File: config.mk
export PLATFORM = sky130hd
export DESIGN_NAME = qrs_front
export DESIGN_NICKNAME = d
export VERILOG_FILES = /design/src/rtl/qrs_pkg.sv /design/src/rtl/qrs_front.sv
export SDC_FILE = /design/constraint.sdc
export NUM_CORES = 2
export LEC_CHECK = 0
export BUFFER_PORTS_ARGS = -buffer_cell sky130_fd_sc_hd__buf_2
export CELL_PAD_IN_SITES_DETAIL_PLACEMENT = 0
export CELL_PAD_IN_SITES_GLOBAL_PLACEMENT = 1
export CORE_MARGIN = 3
export CORE_UTILIZATION = 40
export CTS_BUF_LIST = sky130_fd_sc_hd__clkbuf_4
export CTS_CLUSTER_DIAMETER = 100
export DETAILED_ROUTE_END_ITERATION = 16
export MAX_ROUTING_LAYER = met4
export PLACE_DENSITY = 0.71
export SLEW_MARGIN = 5
export SYNTH_ARGS = -nofsm -noshare
export SYNTH_HDL_FRONTEND = slang
export SYNTH_SLANG_ARGS = --single-unit
File: constraint.sdc
create_clock -name clk -period 10 [get_ports clk]
set_clock_uncertainty 0.15 [all_clocks]
set_input_delay 0 -clock clk [delete_from_list [all_inputs] [get_ports clk]]
set_output_delay 0 -clock clk [all_outputs]
set_load 0.01 [all_outputs]
File: src/rtl/qrs_pkg.sv
// Package: widths, kind codes and stage payload types of the root solver
package qrs_pkg;
  localparam int CoefW = 16;
  localparam int FracW = 16;
  localparam int OutW = 40;
  localparam int DeltaW = 2 * CoefW + 2;
  localparam int RadW = DeltaW + 2 * FracW;
  localparam int SqW = RadW / 2;
  localparam int NumW = CoefW + FracW + 2 + 1;
  localparam int DenW = CoefW + 1;
  localparam int QW = NumW;

  localparam logic [2:0] KIND_NONE = 3'd0;
  localparam logic [2:0] KIND_ALL = 3'd1;
  localparam logic [2:0] KIND_LINEAR = 3'd2;
  localparam logic [2:0] KIND_DOUBLE = 3'd3;
  localparam logic [2:0] KIND_TWO = 3'd4;

  typedef struct packed {
    logic [2:0] kind;
    logic signed [NumW-1:0] num_one;
    logic signed [NumW-1:0] num_two;
    logic signed [DenW-1:0] den;
  } div_job_t;

  function automatic logic [OutW-1:0] sat_out(input logic signed [QW-1:0] v);
    logic signed [QW-1:0] hi;
    logic signed [QW-1:0] lo;
    hi = QW'(signed'({1'b0, {(OutW-1){1'b1}}}));
    lo = -hi - QW'(1);
    if (QW <= OutW) return OutW'(v);
    if (v > hi) return OutW'(hi);
    if (v < lo) return OutW'(lo);
    return OutW'(v);
  endfunction
endpackage

File: src/rtl/qrs_front.sv
// Front stages: products, discriminant, classification and radicand
module qrs_front (
  input  logic clk,
  input  logic rst_n,
  input  logic adv,
  input  logic in_ok,
  input  logic signed [qrs_pkg::CoefW-1:0] a_i,
  input  logic signed [qrs_pkg::CoefW-1:0] b_i,
  input  logic signed [qrs_pkg::CoefW-1:0] c_i,
  output logic v_o,
  output logic [2:0] kind_o,
  output logic [qrs_pkg::RadW-1:0] rad_o,
  output logic signed [qrs_pkg::NumW-1:0] nb_o,
  output logic signed [qrs_pkg::DenW-1:0] den_o
);
  localparam int DW = qrs_pkg::DeltaW;
  localparam int NW = qrs_pkg::NumW;
  localparam int DNW = qrs_pkg::DenW;

  // stage 1 products
  logic v1_r;
  logic signed [DW-1:0] bb_r, ac4_r;
  logic signed [qrs_pkg::CoefW-1:0] a1_r, b1_r, c1_r;
  always_ff @(posedge clk) begin
    if (!rst_n) v1_r <= 1'b0;
    else if (adv) v1_r <= in_ok;
    if (adv) begin
      bb_r <= DW'(b_i) * DW'(b_i);
      ac4_r <= (DW'(a_i) * DW'(c_i)) <<< 2;
      a1_r <= a_i; b1_r <= b_i; c1_r <= c_i;
    end
  end

  // stage 2 classify
  logic signed [DW-1:0] delta;
  logic [2:0] kind;
  logic signed [NW-1:0] nb;
  logic signed [DNW-1:0] den;
  always_comb begin
    delta = bb_r - ac4_r;
    nb = '0;
    den = DNW'(1);
    kind = qrs_pkg::KIND_NONE;
    if (a1_r == '0) begin
      if (b1_r == '0) begin
        kind = (c1_r == '0) ? qrs_pkg::KIND_ALL : qrs_pkg::KIND_NONE;
      end else begin
        kind = qrs_pkg::KIND_LINEAR;
        nb = -(NW'(c1_r) <<< qrs_pkg::FracW);
        den = DNW'(b1_r);
      end
    end else begin
      den = DNW'(a1_r) <<< 1;
      nb = -(NW'(b1_r) <<< qrs_pkg::FracW);
      if (delta < 0) kind = qrs_pkg::KIND_NONE;
      else if (delta == '0) kind = qrs_pkg::KIND_DOUBLE;
      else kind = qrs_pkg::KIND_TWO;
    end
  end

  logic v2_r;
  always_ff @(posedge clk) begin
    if (!rst_n) v2_r <= 1'b0;
    else if (adv) v2_r <= v1_r;
    if (adv) begin
      kind_o <= kind;
      nb_o <= nb;
      den_o <= den;
      rad_o <= (kind == qrs_pkg::KIND_TWO) ?
               (qrs_pkg::RadW'(unsigned'(delta)) << (2 * qrs_pkg::FracW)) : '0;
    end
  end
  assign v_o = v2_r;
endmodule

==> key figures <==
Global routing
  – Tot GR Track Use: 20.57%
  – Initial antenna violation count: 3
  – Largest net degree at the start of global routing: 64
  – Total grt overflow: 0
  – First-pass GRT wire length: ~110000 um
  – Number of global-route vias before repair: ~22000

Layout
  – Commonest cells after routing, fill and taps aside: 655 x inv_1, 498 x fa_1, 252 x nand2_1, 201 x ha_1, 182 x edfxtp_1
  – Share of cells above drive strength 1: 6.980%
  – Most common cell after layout, fill and taps aside: inv_1
  – Layout area overhead: 7.988%
  – Final Util: a little over two fifths
  – Nets: about 3700

Floorplan
  – Rows: between 90 and 100
  – Core area: 68830 um^2
  – Top Ports: around 170
  – Die W: ~270 um
  – Initial core utilization: between 40% and 50%
  – Die area: 73030 um^2
  – Die Y: ~270 um

Synthesis
  – Synth Flop Type: edfxtp_1
  – Largest cells by area after synthesis: fa_1 36%, edfxtp_1 20%, ha_1 9.0%
  – Area leader, netlist: fa_1
  – Mean Syn Cell Area: 9.996 um^2
  – Yosys reg bits: about 180
  – Ys Warns: 0
  – Fraction of registers with async set/reset: 0%
  – Number of enable flip-flop cells after synthesis: roughly 180
  – Syn Inst Count: approximately 2800
  – Netlist Area Pre-Place: about 28000 um^2
  – Synth top area share: 35.70%
  – Netlist cell types: slightly above 80
  – Seq/Total Area, Yosys: between 10% and 20%

Place
  – Port bufs: ~120
  – Setup slack at placement: approximately 3200 ps
  – Placer congestion estimate: around 0.86
  – Hpwl dp: about 56000 um

Timing
  – Final worst setup slack: around 3400 ps
  – Fmax: approximately 150 MHz
  – Post-route clock period utilization: between 60% and 70%
  – Worst slew pin tran: around 1100 ps
  – Tmin final: about 6600 ps
  – Final max-slew violation count: 0
  – Final Hold Fails: 0
  – RSZ-0062 raised after global routing: no
  – Setup Viol. Count Final: 0
  – Fin Setup TNS: 0 ps
  – Normalized max-slew margin: 25.93%

Route
  – Number of iterations in the first detailed-routing pass: 5
  – Via count: between 15000 and 20000
  – 1st-iter DRT viols: between 1000 and 1500
  – Wirelength per Cell: around 18 um
  – Routed Antenna Nets: 0
  – Detailed Route WL: between 60000 and 70000 um
  – # DRC: 0
  – Via-to-Cell Ratio: about 5.0

Setup path
  – Crit end category: flop
  – Setup Crit Path Kind: input port to flop
  – Critical Path RT: roughly 10000 ps
  – Worst Path Arrival: ~7000 ps
  – Worst Path Max Fanout: 22
  – Worst setup SP type: input port
  – Path depth of the worst reg2reg path: 12

Clock tree
  – Clock Pin Slew Worst Setup and Hold Paths: ~160 ps
  – TritonCTS clock tree: yes
  – Latest clock arrival within the worst-skew pair: about 730 ps
  – CTS sink cnt: 184
  – Clock root buffer: clkbuf_4
  – Maximum root-to-sink buffer count: 2
  – H-tree lvl count: 4
  – Num CTS Buffers: 17

Run status
  – Status: finished clean

Worst hold path
  – Hold Crit Class: input port to flop
  – Hold path cells: 2

Job
  – MaxCap Viol Count: 0
[repair_timing]
| action | CTS | global route |
|---|---|---|
| resized for setup | 0 | 0 |
| hold endpoints to repair | 116 | 0 |
| setup buffers | 0 | 0 |
| hold buffers | 57 | 0 |
[through the flow]
stage          hold WS (ps)  std cells  area [um^2]
4_1_cts               3.542       3868        30160
3_5_place_dp          82.31       3779        29270
2_1_floorplan        -51.13       2843        28110
3_3_place_gp          78.12       3779        29270
5_1_grt               31.00       3870        30160
6_report              106.4       3870        30160
[sequential cells by signal, summed over array words and instances (netlist names), 3 cells and up]
register,flops
rad_o,33
a1_r,16
nb_o,19
den_o,17
kind_o,3
c1_r,16
b1_r,15
bb_r,31
ac4_r,32
[worst max-delay path, cell delays in order]
cell	delay, ps
dlygate4sd3_1	530
buf_2	270
inv_1	420
nor2_1	140
fa_1	760
fa_1	500
fa_1	500
fa_1	560
fa_1	420
fa_1	440
ha_1	350
a21o_1	190
a21o_1	180
a21oi_1	220
and3_1	190
o211ai_1	130
a31oi_1	460
a311oi_1	170
o21ai_0	230
o21ai_0	120
xor2_1	150
[cell usage after synthesis, types with 12 or more instances]
| library cell | count |
|---|---|
| inv_1 | 655 |
| fa_1 | 498 |
| nand2_1 | 252 |
| ha_1 | 201 |
| edfxtp_1 | 182 |
| and2_1 | 175 |
| nor2_1 | 90 |
| a21oi_1 | 87 |
| xnor2_1 | 82 |
| clkbuf_1 | 66 |
| a21o_1 | 54 |
| buf_4 | 49 |
| o21ai_0 | 44 |
| xor2_1 | 36 |
| nand2b_1 | 22 |
| nand3_1 | 22 |
| nor3_1 | 17 |
| o211a_1 | 16 |
| nor2b_1 | 15 |
| nand4_1 | 14 |
| nor4_1 | 13 |
| o211ai_1 | 13 |
| a211oi_1 | 12 |
| o22ai_1 | 12 |
[cells by family (layout without fill, tap and decap cells)]
kind of cell / after synthesis / in the layout / synth area share [%]
AO/OA/AOI/OAI: 332 / 332 / 8.279
XOR/XNOR: 118 / 118 / 3.700
flip-flops: 184 / 184 / 19.71
buffers and inverters: 783 / 877 / 11.33
adder cells (fa/ha/maj): 699 / 699 / 44.70
AND/OR/NAND/NOR: 672 / 672 / 12.08
other: 1 / 52 / 0.01343
multiplexers: 5 / 5 / 0.1837
[final cells by class]
class                   instances  area (um^2)
fillers                      6633        38670
multi-input cells            1876        19440
flip-flops and latches        184         5505
inverters                     655         2459
repair buffers                190         1267
well taps                     931         1165
clock inverters                14        180.2
clock buffers                  18        135.1
diodes                          2        5.005
[per-layer routing]
layer | part of all wire, % | up-vias | routed length (um) | GRT usage, %
met5 | 0 | - | 0 | -
met4 | 3.1 | 0 | 2171 | 6.587
met3 | 4.3 | 113 | 2963 | 2.541
met2 | 50 | 462 | 35040 | 34.90
met1 | 42 | 10033 | 29270 | 25.73
li1 | - | 8897 | - | -
[path summary, 6_finish.rpt]
path | start | endpoint | slack [ps]
min reg2reg | v_o | v_o | 410
max | b_i[15] | bb_r[30] | 3350
min | b_i[0] | bb_r[0] | 110
max reg2reg | ac4_r[2] | rad_o[56] | 4900
Power is not shown: default switching activity piles up to over one toggle a cycle in this logic, so the estimate is an artifact.
